==> config.mk <==
export PLATFORM = sky130hd
export DESIGN_NAME = joint_angle_event_alarm_monitor
export DESIGN_NICKNAME = d
export VERILOG_FILES = /design/src/hdl/jaam_pkg.sv /design/src/hdl/jaam_lane.sv /design/src/hdl/jaam_merge.sv /design/src/hdl/jaam_emit.sv /design/src/hdl/joint_angle_event_alarm_monitor.sv
export VERILOG_INCLUDE_DIRS = /design/src /design/src/hdl
export SDC_FILE = /design/constraint.sdc
export NUM_CORES = 1
export LEC_CHECK = 0
export BUFFER_PORTS_ARGS = -buffer_cell sky130_fd_sc_hd__buf_2
export CAP_MARGIN = 10
export CORE_ASPECT_RATIO = 0.7
export CORE_UTILIZATION = 35
export DETAILED_ROUTE_END_ITERATION = 10
export GPL_ROUTABILITY_DRIVEN = 0
export GPL_TIMING_DRIVEN = 0
export PLACE_DENSITY = 0.58
export SYNTH_ARGS = -nofsm -noshare
export SYNTH_HDL_FRONTEND = slang
export SYNTH_HIERARCHICAL = 1
export SYNTH_SLANG_ARGS = --single-unit
==> constraint.sdc <==
create_clock -name i_clk -period 20.4 [get_ports i_clk]
set_clock_uncertainty 0.05 [all_clocks]
set_input_delay 2.04 -clock i_clk [delete_from_list [all_inputs] [get_ports i_clk]]
set_output_delay 2.04 -clock i_clk [all_outputs]
set_load 0.02 [all_outputs]
==> src/hdl/assert_macros.svh <==
// ----------------------------------------------------------------------------
// Assertion macros
// Shared concurrent assertion forms for the joint angle monitor. The checks
// compile away when ASSERT_OFF is defined.
// ----------------------------------------------------------------------------
`ifndef ASSERT_MACROS_SVH
`define ASSERT_MACROS_SVH

`ifndef ASSERT_OFF

// The property must hold at every clock edge outside reset.
`define JAAM_ASSERT_ALWAYS(label, clk, rst_n, prop) \
    label: assert property (@(posedge clk) disable iff (!rst_n) (prop)) \
        else $error("invariant violated");

// The consequent must hold in the same cycle as the antecedent.
`define JAAM_ASSERT_IMPL(label, clk, rst_n, ante, cons) \
    label: assert property (@(posedge clk) disable iff (!rst_n) (ante) |-> (cons)) \
        else $error("implication violated");

// The consequent must hold in the cycle after the antecedent.
`define JAAM_ASSERT_NEXT(label, clk, rst_n, ante, cons) \
    label: assert property (@(posedge clk) disable iff (!rst_n) (ante) |=> (cons)) \
        else $error("next-cycle implication violated");

`else

`define JAAM_ASSERT_ALWAYS(label, clk, rst_n, prop)
`define JAAM_ASSERT_IMPL(label, clk, rst_n, ante, cons)
`define JAAM_ASSERT_NEXT(label, clk, rst_n, ante, cons)

`endif

`endif

==> src/hdl/jaam_pkg.sv <==
// ----------------------------------------------------------------------------
// Joint angle monitor package
// Types, constants and register codes shared by the monitor modules.
// ----------------------------------------------------------------------------
package jaam_pkg;

    // Number of monitored joint axes, one lane each.
    localparam int NUM_AXES    = 3;
    localparam int AXIS_IDX_W  = $clog2(NUM_AXES);
    localparam int AXIS_W      = 2;
    localparam int ANGLE_W     = 16;
    localparam int ELAPSED_W   = 10;
    localparam int LEN_W       = 32;
    localparam int SETTLE_W    = 16;
    localparam int TIME_W      = 17;
    localparam int CFG_IDX_W   = 2;
    localparam int CFG_DATA_W  = 16;

    // Saturation point of the time since the first sample.
    localparam logic [TIME_W-1:0] TIME_MAX = {TIME_W{1'b1}};

    // Length of the ready window after settling, in milliseconds.
    localparam logic [TIME_W-1:0] READY_WINDOW_MS = TIME_W'(1000);

    // Register values after reset.
    localparam logic signed [ANGLE_W-1:0] FLEX_LIMIT_RESET = ANGLE_W'(11520);
    localparam logic signed [ANGLE_W-1:0] ABD_LIMIT_RESET  = ANGLE_W'(5760);
    localparam logic signed [ANGLE_W-1:0] ROT_LIMIT_RESET  = ANGLE_W'(5760);
    localparam logic [SETTLE_W-1:0]       SETTLE_MS_RESET  = SETTLE_W'(5000);

    // Result item kinds.
    localparam logic KIND_STATUS = 1'b0;
    localparam logic KIND_EVENT  = 1'b1;

    // Configuration register indexes.
    typedef enum logic [CFG_IDX_W-1:0] {
        REG_FLEX_LIMIT = 2'd0,
        REG_ABD_LIMIT  = 2'd1,
        REG_ROT_LIMIT  = 2'd2,
        REG_SETTLE_MS  = 2'd3
    } t_reg_idx;

    // Input sample.
    typedef struct packed {
        logic signed [ANGLE_W-1:0] flexion;
        logic signed [ANGLE_W-1:0] abduction;
        logic signed [ANGLE_W-1:0] rotation;
        logic [ELAPSED_W-1:0]      elapsed_ms;
        logic                      mute_press;
        logic                      unmute_press;
    } t_in_item;

    // Result item: a closed event record or the status item of a sample.
    typedef struct packed {
        logic                      kind;
        logic [AXIS_W-1:0]         axis;
        logic signed [ANGLE_W-1:0] peak_angle;
        logic [LEN_W-1:0]          duration_ms;
        logic                      alarm_active;
        logic                      buzzer_drive;
        logic                      ready_beep;
        logic                      settling;
        logic                      last;
    } t_out_item;

    // Event transitions that one lane found in a sample.
    typedef struct packed {
        logic opened;
        logic closed;
    } t_lane_flags;

    // Status of a sample after alarm and button handling.
    typedef struct packed {
        logic alarm;
        logic buzzer;
        logic ready;
        logic settling;
    } t_status;

endpackage

==> src/hdl/jaam_lane.sv <==
// ----------------------------------------------------------------------------
// Joint angle monitor lane
// Tracks the danger event of one axis: opens it, follows its peak and
// length, and reports the record when the angle falls back to the limit.
// ----------------------------------------------------------------------------
module jaam_lane (
    input  logic                                 i_clk,
    input  logic                                 i_rst_n,
    input  logic                                 i_accept,
    input  logic                                 i_check_en,
    input  logic signed [jaam_pkg::ANGLE_W-1:0]  i_angle,
    input  logic signed [jaam_pkg::ANGLE_W-1:0]  i_limit,
    input  logic [jaam_pkg::ELAPSED_W-1:0]       i_elapsed,
    output jaam_pkg::t_lane_flags                o_flags,
    output logic signed [jaam_pkg::ANGLE_W-1:0]  o_peak,
    output logic [jaam_pkg::LEN_W-1:0]           o_length,
    output logic                                 o_open
);

    logic                                r_open;
    logic                                n_open;
    logic signed [jaam_pkg::ANGLE_W-1:0] r_peak;
    logic signed [jaam_pkg::ANGLE_W-1:0] n_peak;
    logic [jaam_pkg::LEN_W-1:0]          r_length;
    logic [jaam_pkg::LEN_W-1:0]          n_length;
    logic [jaam_pkg::LEN_W:0]            w_len_sum;
    logic [jaam_pkg::LEN_W-1:0]          w_len_sat;
    logic                                w_above;

    // An open event keeps counting time, saturating at the top of its range.
    assign w_len_sum = {1'b0, r_length} + (jaam_pkg::LEN_W+1)'(i_elapsed);
    assign w_len_sat = w_len_sum[jaam_pkg::LEN_W] ? {jaam_pkg::LEN_W{1'b1}}
                                                  : w_len_sum[jaam_pkg::LEN_W-1:0];

    // Threshold check; only made once settling is over.
    assign w_above        = i_angle > i_limit;
    assign o_flags.opened = i_check_en && w_above && !r_open;
    assign o_flags.closed = i_check_en && !w_above && r_open;

    // Record of the event closed by this sample.
    assign o_peak   = r_peak;
    assign o_length = w_len_sat;
    assign o_open   = r_open;

    // Next event state.
    always_comb begin
        n_open   = r_open;
        n_peak   = r_peak;
        n_length = r_open ? w_len_sat : r_length;
        if (o_flags.opened) begin
            n_open   = 1'b1;
            n_peak   = i_angle;
            n_length = '0;
        end else if (o_flags.closed) begin
            n_open = 1'b0;
        end else if (i_check_en && w_above && (i_angle > r_peak)) begin
            n_peak = i_angle;
        end
    end

    // Event open flag is control state.
    always_ff @(posedge i_clk) begin
        if (!i_rst_n) begin
            r_open <= 1'b0;
        end else if (i_accept) begin
            r_open <= n_open;
        end
    end

    // Peak and length are only read while the event is open.
    always_ff @(posedge i_clk) begin
        if (i_accept) begin
            r_peak   <= n_peak;
            r_length <= n_length;
        end
    end

endmodule

==> src/hdl/jaam_merge.sv <==
// ----------------------------------------------------------------------------
// Joint angle monitor merge stage
// Keeps the settling clock, combines the lane transitions in axis order into
// the alarm latch and mute state, and forms the status of each sample.
// ----------------------------------------------------------------------------
module jaam_merge (
    input  logic                                i_clk,
    input  logic                                i_rst_n,
    input  logic                                i_accept,
    input  logic [jaam_pkg::ELAPSED_W-1:0]      i_elapsed,
    input  logic                                i_mute,
    input  logic                                i_unmute,
    input  logic [jaam_pkg::SETTLE_W-1:0]       i_settle_ms,
    input  jaam_pkg::t_lane_flags               i_flags [jaam_pkg::NUM_AXES],
    input  logic [jaam_pkg::NUM_AXES-1:0]       i_open,
    output logic                                o_check_en,
    output jaam_pkg::t_status                   o_status,
    output logic                                o_alarm
);

    logic                          r_started;
    logic [jaam_pkg::TIME_W-1:0]   r_time;
    logic [jaam_pkg::TIME_W-1:0]   n_time;
    logic                          r_alarm;
    logic                          n_alarm;
    logic                          r_muted;
    logic                          n_muted;
    logic [jaam_pkg::TIME_W:0]     w_time_sum;
    logic [jaam_pkg::TIME_W-1:0]   w_settle;
    logic [jaam_pkg::TIME_W-1:0]   w_ready_end;
    logic                          w_settling;
    logic [jaam_pkg::NUM_AXES-1:0] w_open_vec;

    // Time since the first sample; the first sample restarts it at zero.
    assign w_time_sum = {1'b0, r_time} + (jaam_pkg::TIME_W+1)'(i_elapsed);
    always_comb begin
        if (!r_started) begin
            n_time = '0;
        end else if (w_time_sum > {1'b0, jaam_pkg::TIME_MAX}) begin
            n_time = jaam_pkg::TIME_MAX;
        end else begin
            n_time = w_time_sum[jaam_pkg::TIME_W-1:0];
        end
    end

    // Settling and ready window from the updated time.
    assign w_settle    = jaam_pkg::TIME_W'(i_settle_ms);
    assign w_ready_end = w_settle + jaam_pkg::READY_WINDOW_MS;
    assign w_settling  = n_time < w_settle;
    assign o_check_en  = !w_settling;

    // Walk the lanes in axis order: an opening sets the alarm, the last
    // closing clears it, and mute is cleared whenever the alarm changes.
    always_comb begin
        w_open_vec = i_open;
        n_alarm    = r_alarm;
        n_muted    = r_muted;
        for (int i = 0; i < jaam_pkg::NUM_AXES; i++) begin
            if (i_flags[i].opened) begin
                w_open_vec[i] = 1'b1;
                if (!n_alarm) begin
                    n_alarm = 1'b1;
                    n_muted = 1'b0;
                end
            end
            if (i_flags[i].closed) begin
                w_open_vec[i] = 1'b0;
                if (n_alarm && !(|w_open_vec)) begin
                    n_alarm = 1'b0;
                    n_muted = 1'b0;
                end
            end
        end
        // Buttons act after the angle checks; unmute wins.
        if (i_unmute) begin
            n_muted = 1'b0;
        end else if (i_mute) begin
            n_muted = 1'b1;
        end
    end

    // Status of the sample being accepted.
    assign o_status.alarm    = n_alarm;
    assign o_status.buzzer   = n_alarm && !n_muted;
    assign o_status.ready    = !w_settling && (n_time < w_ready_end);
    assign o_status.settling = w_settling;
    assign o_alarm           = r_alarm;

    // Sample-level state.
    always_ff @(posedge i_clk) begin
        if (!i_rst_n) begin
            r_started <= 1'b0;
            r_time    <= '0;
            r_alarm   <= 1'b0;
            r_muted   <= 1'b0;
        end else if (i_accept) begin
            r_started <= 1'b1;
            r_time    <= n_time;
            r_alarm   <= n_alarm;
            r_muted   <= n_muted;
        end
    end

endmodule

==> src/hdl/jaam_emit.sv <==
// ----------------------------------------------------------------------------
// Joint angle monitor result emitter
// Holds one sample's results and sends its closed event records in axis
// order, then its status item, through a registered output.
// ----------------------------------------------------------------------------
module jaam_emit (
    input  logic                                i_clk,
    input  logic                                i_rst_n,
    input  logic                                i_load,
    input  logic [jaam_pkg::NUM_AXES-1:0]       i_mask,
    input  logic signed [jaam_pkg::ANGLE_W-1:0] i_peak [jaam_pkg::NUM_AXES],
    input  logic [jaam_pkg::LEN_W-1:0]          i_length [jaam_pkg::NUM_AXES],
    input  jaam_pkg::t_status                   i_status,
    output logic                                o_free,
    output logic                                o_out_valid,
    input  logic                                i_out_ready,
    output jaam_pkg::t_out_item                 o_out_data
);

    logic                                r_bvalid;
    logic [jaam_pkg::NUM_AXES-1:0]       r_mask;
    logic [jaam_pkg::NUM_AXES-1:0]       n_mask;
    logic signed [jaam_pkg::ANGLE_W-1:0] r_peak [jaam_pkg::NUM_AXES];
    logic [jaam_pkg::LEN_W-1:0]          r_length [jaam_pkg::NUM_AXES];
    jaam_pkg::t_status                   r_status;
    logic                                r_ovalid;
    jaam_pkg::t_out_item                 r_out;
    jaam_pkg::t_out_item                 n_out;
    logic [jaam_pkg::AXIS_IDX_W-1:0]     w_sel;
    logic                                w_found;
    logic                                w_take;
    logic                                w_done;

    // The output register takes a new item when empty or being drained.
    assign w_take = r_bvalid && (!r_ovalid || i_out_ready);
    assign w_done = w_take && !(|r_mask);
    assign o_free = !r_bvalid || w_done;

    // Lowest pending axis goes first.
    always_comb begin
        w_sel   = '0;
        w_found = 1'b0;
        for (int i = 0; i < jaam_pkg::NUM_AXES; i++) begin
            if (r_mask[i] && !w_found) begin
                w_sel   = jaam_pkg::AXIS_IDX_W'(i);
                w_found = 1'b1;
            end
        end
    end

    // Next output item: a record while any remain, then the status item.
    always_comb begin
        n_mask = r_mask;
        n_out  = '0;
        if (w_found) begin
            n_mask[w_sel]    = 1'b0;
            n_out.kind       = jaam_pkg::KIND_EVENT;
            n_out.axis       = jaam_pkg::AXIS_W'(w_sel);
            n_out.peak_angle = r_peak[w_sel];
            n_out.duration_ms = r_length[w_sel];
        end else begin
            n_out.kind         = jaam_pkg::KIND_STATUS;
            n_out.alarm_active = r_status.alarm;
            n_out.buzzer_drive = r_status.buzzer;
            n_out.ready_beep   = r_status.ready;
            n_out.settling     = r_status.settling;
            n_out.last         = 1'b1;
        end
    end

    // Sample buffer and output valid.
    always_ff @(posedge i_clk) begin
        if (!i_rst_n) begin
            r_bvalid <= 1'b0;
            r_mask   <= '0;
            r_ovalid <= 1'b0;
        end else begin
            if (i_load) begin
                r_bvalid <= 1'b1;
                r_mask   <= i_mask;
            end else if (w_done) begin
                r_bvalid <= 1'b0;
            end else if (w_take) begin
                r_mask <= n_mask;
            end
            if (w_take) begin
                r_ovalid <= 1'b1;
            end else if (i_out_ready) begin
                r_ovalid <= 1'b0;
            end
        end
    end

    // Payload registers.
    always_ff @(posedge i_clk) begin
        if (i_load) begin
            r_peak   <= i_peak;
            r_length <= i_length;
            r_status <= i_status;
        end
        if (w_take) begin
            r_out <= n_out;
        end
    end

    assign o_out_valid = r_ovalid;
    assign o_out_data  = r_out;

endmodule

==> src/hdl/joint_angle_event_alarm_monitor.sv <==
// ----------------------------------------------------------------------------
// Joint angle event alarm monitor
// Checks three joint angles per sample against their limits, reports each
// closed danger event, and drives the alarm, buzzer and ready indications.
// ----------------------------------------------------------------------------
// Usage:
// Samples enter on the input channel (i_in_valid, o_in_ready, i_in_data).
// Each sample produces zero to three closed event records in axis order
// (flexion, abduction, rotation) followed by one status item with last set,
// on the output channel (o_out_valid, i_out_ready, o_out_data).
// Limits and settling time are written through the configuration channel,
// which is always ready.
// A sample is evaluated in the cycle it is accepted; its items pass through
// the emitter's sample buffer, then the output register. One result item
// leaves per cycle while the receiver is ready, so a sample with k closed
// events sends k + 1 items; the next sample is taken in the cycle its
// predecessor's status item moves to the output register: one sample per
// cycle without events and a ready receiver, later with closed events. The
// output register and the result emitter's one-sample buffer set this rate.
// Reset clears the settling clock, all events, alarm and mute, and loads the
// default limits. When the receiver stalls, the output register holds its
// item and the input channel stalls once the sample buffer is full.
// ----------------------------------------------------------------------------
`include "assert_macros.svh"

module joint_angle_event_alarm_monitor (
    input  logic                                i_clk,
    input  logic                                i_rst_n,
    input  logic                                i_in_valid,
    output logic                                o_in_ready,
    input  jaam_pkg::t_in_item                  i_in_data,
    output logic                                o_out_valid,
    input  logic                                i_out_ready,
    output jaam_pkg::t_out_item                 o_out_data,
    input  logic                                i_cfg_valid,
    output logic                                o_cfg_ready,
    input  logic [jaam_pkg::CFG_IDX_W-1:0]      i_cfg_index,
    input  logic [jaam_pkg::CFG_DATA_W-1:0]     i_cfg_data
);

    logic signed [jaam_pkg::ANGLE_W-1:0] r_limit [jaam_pkg::NUM_AXES];
    logic [jaam_pkg::SETTLE_W-1:0]       r_settle_ms;
    logic signed [jaam_pkg::ANGLE_W-1:0] w_angle [jaam_pkg::NUM_AXES];
    jaam_pkg::t_lane_flags               w_flags [jaam_pkg::NUM_AXES];
    logic signed [jaam_pkg::ANGLE_W-1:0] w_peak [jaam_pkg::NUM_AXES];
    logic [jaam_pkg::LEN_W-1:0]          w_length [jaam_pkg::NUM_AXES];
    logic [jaam_pkg::NUM_AXES-1:0]       w_open;
    logic [jaam_pkg::NUM_AXES-1:0]       w_close_mask;
    jaam_pkg::t_status                   w_status;
    logic                                w_check_en;
    logic                                w_alarm;
    logic                                w_in_accept;

    // The configuration channel never stalls.
    assign o_cfg_ready = 1'b1;
    assign w_in_accept = i_in_valid && o_in_ready;

    // Configuration registers.
    always_ff @(posedge i_clk) begin
        if (!i_rst_n) begin
            r_limit[0]  <= jaam_pkg::FLEX_LIMIT_RESET;
            r_limit[1]  <= jaam_pkg::ABD_LIMIT_RESET;
            r_limit[2]  <= jaam_pkg::ROT_LIMIT_RESET;
            r_settle_ms <= jaam_pkg::SETTLE_MS_RESET;
        end else if (i_cfg_valid) begin
            unique case (jaam_pkg::t_reg_idx'(i_cfg_index))
                jaam_pkg::REG_FLEX_LIMIT: r_limit[0]  <= i_cfg_data;
                jaam_pkg::REG_ABD_LIMIT:  r_limit[1]  <= i_cfg_data;
                jaam_pkg::REG_ROT_LIMIT:  r_limit[2]  <= i_cfg_data;
                jaam_pkg::REG_SETTLE_MS:  r_settle_ms <= i_cfg_data;
                default:                  r_settle_ms <= r_settle_ms;
            endcase
        end
    end

    // Angles of the sample in axis order.
    assign w_angle[0] = i_in_data.flexion;
    assign w_angle[1] = i_in_data.abduction;
    assign w_angle[2] = i_in_data.rotation;

    // One lane per axis.
    for (genvar g = 0; g < jaam_pkg::NUM_AXES; g++) begin : g_lane
        jaam_lane u_lane (
            .i_clk      (i_clk),
            .i_rst_n    (i_rst_n),
            .i_accept   (w_in_accept),
            .i_check_en (w_check_en),
            .i_angle    (w_angle[g]),
            .i_limit    (r_limit[g]),
            .i_elapsed  (i_in_data.elapsed_ms),
            .o_flags    (w_flags[g]),
            .o_peak     (w_peak[g]),
            .o_length   (w_length[g]),
            .o_open     (w_open[g])
        );
        assign w_close_mask[g] = w_flags[g].closed;
    end

    // Settling clock, alarm and mute.
    jaam_merge u_merge (
        .i_clk       (i_clk),
        .i_rst_n     (i_rst_n),
        .i_accept    (w_in_accept),
        .i_elapsed   (i_in_data.elapsed_ms),
        .i_mute      (i_in_data.mute_press),
        .i_unmute    (i_in_data.unmute_press),
        .i_settle_ms (r_settle_ms),
        .i_flags     (w_flags),
        .i_open      (w_open),
        .o_check_en  (w_check_en),
        .o_status    (w_status),
        .o_alarm     (w_alarm)
    );

    // Serializes records and status onto the output channel.
    jaam_emit u_emit (
        .i_clk       (i_clk),
        .i_rst_n     (i_rst_n),
        .i_load      (w_in_accept),
        .i_mask      (w_close_mask),
        .i_peak      (w_peak),
        .i_length    (w_length),
        .i_status    (w_status),
        .o_free      (o_in_ready),
        .o_out_valid (o_out_valid),
        .i_out_ready (i_out_ready),
        .o_out_data  (o_out_data)
    );

    // The alarm latch is on exactly while some axis has an open event.
    `JAAM_ASSERT_ALWAYS(a_alarm_tracks_events, i_clk, i_rst_n, w_alarm == (|w_open))

    // A sample taken while settling leaves the alarm unchanged.
    `JAAM_ASSERT_NEXT(a_settling_keeps_alarm, i_clk, i_rst_n, w_in_accept && w_status.settling, $stable(w_alarm))

    // A closed event record carries no status flags.
    `JAAM_ASSERT_IMPL(a_record_no_status, i_clk, i_rst_n, o_out_valid && o_out_data.kind, !o_out_data.last && !o_out_data.alarm_active && !o_out_data.settling)

endmodule

## After elaboration in Yosys (flattened, before gate mapping)

Memory sizes are Yosys's and may differ from the RTL's.
Cells that the tools add are included.

- Flip-flop bits (word level): 392
- Memory bits (writable): 48
- Input port bits: 83
- Output and inout bits: 59
- Logic and storage cells: 229
- Memories kept: 1

Memories:

| name | words | bits a word | rd ports | clocked after memory_dff | wr ports | RTL line | source |
|---|---|---|---|---|---|---|---|
| r_limit | 3 | 16 | 3 | 0 | 3 | joint_angle_event_alarm_monitor.sv:41 | `logic signed [jaam_pkg::ANGLE_W-1:0] r_limit [jaam_pkg::NUM_AXES];` |

- $add $sub $neg: 5
- $lt $le $gt $ge: 12
- Eq/ne operators: 7
- Mux-type cells: 89
- Bitwise operators: 6
- Reductions and logical operators: 73

Operators with widths:

| cell | number |
|---|---|
| 32-bit 2-to-1 mux | 8 |
| 16-bit 2-to-1 mux | 14 |
| 32-bit by 10-bit adder with 33-bit output | 3 |
| 16-bit greater-than comparator | 6 |
| 32-bit binary-select mux with 2-bit select | 1 |
| 1-bit 2-to-1 mux | 57 |
| 17-bit 2-to-1 mux | 2 |
| 16-bit binary-select mux with 2-bit select | 1 |
| 1-bit logical AND | 26 |
| 2-bit nonzero test | 13 |
| 17-bit by 10-bit adder with 18-bit output | 1 |
| 18-bit by 17-bit greater-than comparator with 1-bit output, second input constant | 1 |
| 16-bit by 10-bit adder with 17-bit output, second input constant | 1 |
| 17-bit by 16-bit < comparator with 1-bit output | 1 |
| 17-bit < comparator | 1 |
| 1-bit zero test | 16 |
| 2-bit AND reduction | 7 |
| 3-bit 2-to-1 mux | 4 |
| 3-bit AND reduction | 4 |
| 2-bit != test, second input constant | 4 |
| 2-bit OR reduction | 3 |
| 2-bit == test, second input constant | 2 |
| 3-bit AND | 1 |
| 3-bit >= comparator, second input constant | 1 |
| other kinds (11) | 14 |

## Depth between registers and ports, before layout

- Depth in word-level cells: 24
- Depth in mapped cells: 27
- Depth with buffers taken out: 25

## Modules after synthesis

The synthesis kept the hierarchy.

By module, submodules not included:

| module | instances | cells each | area each (sq um) |
|---|---|---|---|
| jaam_lane at g_lane[1].u_lane ... | 2 | 404 | 3,907.5 |
| jaam_emit | 1 | 403 | 7,300.8 |
| jaam_lane at g_lane[0].u_lane | 1 | 413 | 3,870.0 |
| jaam_merge | 1 | 333 | 2,509.9 |
| joint_angle_event_alarm_monitor | 1 | 158 | 2,358.5 |

## Worst setup path after synthesis

No wires, ideal clock.

- Path kind: in2reg
- From: input port i_out_ready
- To: register g_lane[0].u_lane/r_length[0] in the netlist's numbering, enable pin
- Library setup time: 470 ps
- Data arrival time: 8,904 ps
- Path slack: 10,976 ps
- Stages on the path: 6
- Path buffers: 0
- Cell sequence: nand2b_1 a21oi_2 inv_1 and2_1 nand2_1 o31ai_1

- Longest elaborated chain between the ends: 6

Ends and longest elaborated chain:

| what | RTL line | source |
|---|---|---|
| start: declaration | joint_angle_event_alarm_monitor.sv:33 | `input logic i_out_ready,` |
| 1-bit logical OR | jaam_emit.sv:35 | `assign w_take = r_bvalid && (!r_ovalid \|\| i_out_ready);` |
| 1-bit logical AND | jaam_emit.sv:35 |  |
| 1-bit logical AND | jaam_emit.sv:36 | `assign w_done = w_take && !(\|r_mask);` |
| 1-bit logical OR | jaam_emit.sv:37 | `assign o_free = !r_bvalid \|\| w_done;` |
| named net o_in_ready | joint_angle_event_alarm_monitor.sv:30 | `output logic o_in_ready,` |
| 1-bit logical AND | joint_angle_event_alarm_monitor.sv:56 | `assign w_in_accept = i_in_valid && o_in_ready;` |
| named net w_in_accept | joint_angle_event_alarm_monitor.sv:52 | `logic w_in_accept;` |
| 2-bit AND reduction (no source line) | n/a |  |
| end signal: assignment | jaam_lane.sv:74 | `r_length <= n_length;` |
| end: declaration | jaam_lane.sv:24 | `logic [jaam_pkg::LEN_W-1:0] r_length;` |

The timed path passes the listed nets, and every way through them passes these cells.
A chain may end at the register's enable or synchronous reset.

==> summary.txt <==
number of antenna violations at the first check in global routing = 4
portion of the post-synthesis area used by sequential elements = 53.54%
final number of setup-violating endpoints = 0
RSZ-0062 raised after global routing = no
die height = 220.4 µm
wire length of the first global-routing pass = 101400 µm
Primary FF master, synth = sky130_fd_sc_hd__edfxtp_1
library cell occupying the most area in the post-synthesis netlist = sky130_fd_sc_hd__edfxtp_1
distinct cell type count after synthesis = 97
CTS HTree Levels = 2
Buffers & Inverters on Critical Path = 4
TNS Setup = 0 ns
cts bufs inserted = 47
half-perimeter wire length of the detailed placement result = 52110 µm
aggregate routed wire length = 67920 µm
critical path type = input port to register
worst-case clock buffer depth = 3
highest net fanout along the worst path = 11
Area growth syn-to-layout = 15.14%
pin count of the biggest net entering global routing = 67
final count of hold timing violations = 0
synthesized flop and latch total = 440
post-detailed-route count of antenna-violating nets = 0
asr flop ratio synth = 0%
delay-heaviest family, CP = compound AO/OA/AOI/OAI gates
clock period minus worst slack = 8.013 ns
Sequential Area = 12770 µm²
most common cell type on the critical path = sky130_fd_sc_hd__a21oi_1
DRC violation count after routing = 0
dominant cells by area after synthesis = sky130_fd_sc_hd__edfxtp_1, sky130_fd_sc_hd__ha_1, sky130_fd_sc_hd__dfxtp_1, sky130_fd_sc_hd__nand2_1, sky130_fd_sc_hd__a21oi_1
filler cell count in the final layout = 6232
Warnings, synthesis = 6
Tightest Pin Transition = 1.067 ns
worst r2r src = u_merge/r_time[0]$_SDFFE_PN0P_
vias in the first global route = 16600
Hold Crit Start = g_lane[1].u_lane/o_peak[3]$_DFFE_PP_
total area of multi-input combinational cells = 10020 µm²
CTS tree = yes
CP required = 20.71 ns
VDD IR-drop max = 0.00006331 V
share of the cycle needed by the critical path after routing = 39.28%
post-CTS setup repair buffer count = 0
TritonRoute pass-1 iters = 6
most frequent standard cell in the layout excluding fill and tap cells = sky130_fd_sc_hd__edfxtp_1
cell leakage power = 10.51 nW
cell count after synthesis = 2115
result of the run = finished clean
clock edge transition at the registers on the reported setup and hold paths = 0.06 ns
CP startpoint kind = input port
net count of the mapped netlist = 2368
Starting Density = 35.65%
number of enable flip-flop cells after synthesis = 396
longest individual stage delay on the worst path = 0.62 ns
routed length per instance = 20.98 µm
clock root buffer = sky130_fd_sc_hd__clkbuf_16
Skew-Pair Late Insertion Delay = 0.62 ns
arrival time at the worst endpoint = 8.32 ns
remaining global-route overflow = 0
cell area after synthesis = 23850 µm²
CTS Hold Buffers Added = 0
top library cells by usage in the layout, fill and taps aside = sky130_fd_sc_hd__edfxtp_1, sky130_fd_sc_hd__nand2_1, sky130_fd_sc_hd__inv_1, sky130_fd_sc_hd__ha_1, sky130_fd_sc_hd__buf_2
power per cell area = 77.69 nW/µm²
achievable clock frequency = 124.8 MHz
fraction of final layout cells sized beyond drive strength 1 = 15.96%
NumNets Final = 2558
area inside the core boundary = 66920 µm²
Mapped Avg Cell Area = 11.28 µm²
CTS-repair resized insts = 0
Die X-Extent = 314.0 µm
GRT Overall Usage = 19.26%
launch point of the worst path = i_in_data[2]
Port Buffers = 137
number of core rows = 79
CTS sink cnt = 440
kind of capture point of the worst setup path = register
I/O pin total = 142
maxcap violations = 0
count of pins over their slew limit = 0
DRC violation total after the first TritonRoute iteration = 2017
top cell type's share of synthesized area = 49.85%
die area = 69220 µm²
highest-delay cell along the critical path = sky130_fd_sc_hd__o22ai_2
Hold WC Path Type = register to register
headroom to the max-slew limit = 28.25%
ratio of routed vias to standard cells = 5.502
detailed-route via count = 17820
overall power of the completed layout = 0.002134 W
==> sequential cells by signal, indices dropped and copies added, names as in the netlist, 3 cells and up <==
signal and flops:
g_lane.u_lane/r_length 96, u_emit/r_length 96, u_emit/o_out_data 56, g_lane.u_lane/o_peak 48
r_limit 48, u_emit/r_peak 48, u_merge/r_time 17, r_settle_ms 16
u_emit/r_status 4, g_lane.u_lane/o_open 3, u_emit/r_mask 3
==> logic make-up after synthesis <==
family / count (synthesis) / synth area share [%]
simple gates: 668 / 15.09
fa+ha+maj: 170 / 9.043
other cells: 1 / 0.01572
xor+xnor: 44 / 1.616
buf+inv: 242 / 4.590
flops: 440 / 53.54
mux: 29 / 1.306
compound gates: 521 / 14.80
==> cell usage after synthesis (9+ instances only) <==
master	n
sky130_fd_sc_hd__a211o_1	9
sky130_fd_sc_hd__a211oi_1	28
sky130_fd_sc_hd__a21o_1	20
sky130_fd_sc_hd__a21oi_1	131
sky130_fd_sc_hd__a21oi_2	20
sky130_fd_sc_hd__a22oi_1	50
sky130_fd_sc_hd__a31oi_1	33
sky130_fd_sc_hd__and2_1	24
sky130_fd_sc_hd__and3_1	27
sky130_fd_sc_hd__and4_1	10
sky130_fd_sc_hd__buf_2	16
sky130_fd_sc_hd__buf_4	16
sky130_fd_sc_hd__buf_6	14
sky130_fd_sc_hd__clkbuf_1	28
sky130_fd_sc_hd__dfxtp_1	44
sky130_fd_sc_hd__edfxtp_1	396
sky130_fd_sc_hd__ha_1	166
sky130_fd_sc_hd__inv_1	166
sky130_fd_sc_hd__mux2_2	9
sky130_fd_sc_hd__mux2i_1	18
sky130_fd_sc_hd__nand2_1	218
sky130_fd_sc_hd__nand2b_1	19
sky130_fd_sc_hd__nand3_1	36
sky130_fd_sc_hd__nand4_1	40
sky130_fd_sc_hd__nor2_1	114
sky130_fd_sc_hd__nor2b_1	27
sky130_fd_sc_hd__nor3_1	39
sky130_fd_sc_hd__nor3b_1	19
sky130_fd_sc_hd__nor4_1	14
sky130_fd_sc_hd__o211ai_1	16
sky130_fd_sc_hd__o21a_1	20
sky130_fd_sc_hd__o21ai_0	99
sky130_fd_sc_hd__o31ai_1	12
sky130_fd_sc_hd__or3_1	15
sky130_fd_sc_hd__xnor2_1	27
sky130_fd_sc_hd__xor2_1	17
==> stage by stage <==
| stage | hold WS [ns] | cell area, µm² | instances | utilization [%] | worst slack [ns] |
|---|---|---|---|---|---|
| after floorplan | 0.3697 | 23850 | 2115 | - | 10.98 |
| after global placement | 0.3809 | 25650 | 3143 | 38.34 | 7.570 |
| after detailed placement | 0.3842 | 25780 | 3147 | 38.52 | 11.94 |
| after CTS | 0.3922 | 27460 | 3235 | 41.03 | 12.55 |
| after global routing | 0.4004 | 27470 | 3238 | 41.04 | 12.02 |
| final | 0.3932 | 27470 | 3238 | 41.04 | 12.39 |
==> where the power goes <==
| group | total (W) | switching (W) | internal (W) |
|---|---|---|---|
| registers | 0.00102 | 0.0000144 | 0.00101 |
| logic | 0.000178 | 0.000116 | 0.0000620 |
| clock network | 0.000932 | 0.000392 | 0.000540 |
==> final cells by class <==
| type | count | share of cell area [%] |
|---|---|---|
| flip-flops and latches | 440 | 46.50 |
| multi-input cells | 1433 | 36.49 |
| clock buffers | 58 | 4.619 |
| well taps | 891 | 4.059 |
| repair buffers | 141 | 2.824 |
| inverters | 167 | 2.287 |
| plain buffers | 75 | 1.699 |
| clock inverters | 30 | 1.494 |
| diodes | 3 | 0.02733 |
==> final timing paths <==
path                                       end  slack, ns  cells past startpoint
setup reg to reg  u_emit/r_status[2]$_DFFE_PP_      13.82                     27
hold / removal     u_emit/r_peak[19]$_DFFE_PP_       0.39                      0
setup / recovery  u_emit/r_status[2]$_DFFE_PP_      12.39                     28
hold reg to reg    u_emit/r_peak[19]$_DFFE_PP_       0.39                      0
==> worst reg2reg max path: cells and delay by family, from the launching register on <==
| family | cells | cell delay (ns) |
|---|---|---|
| fa+ha+maj | 3 | 0.91 |
| simple gates | 8 | 1.66 |
| buf+inv | 3 | 0.58 |
| xor+xnor | 1 | 0.15 |
| compound gates | 12 | 2.64 |
| flops | 1 | 0.33 |
==> layer usage <==
layer | vias up | wire (µm) | GRT usage [%]
met5 | - | 13 | 0
met4 | 2 | 1297 | 4.894
met3 | 94 | 6154 | 3.814
met2 | 723 | 27360 | 26.64
met1 | 8667 | 33100 | 30.11
li1 | 8329 | - | -
(Power assumes the default switching activity.)
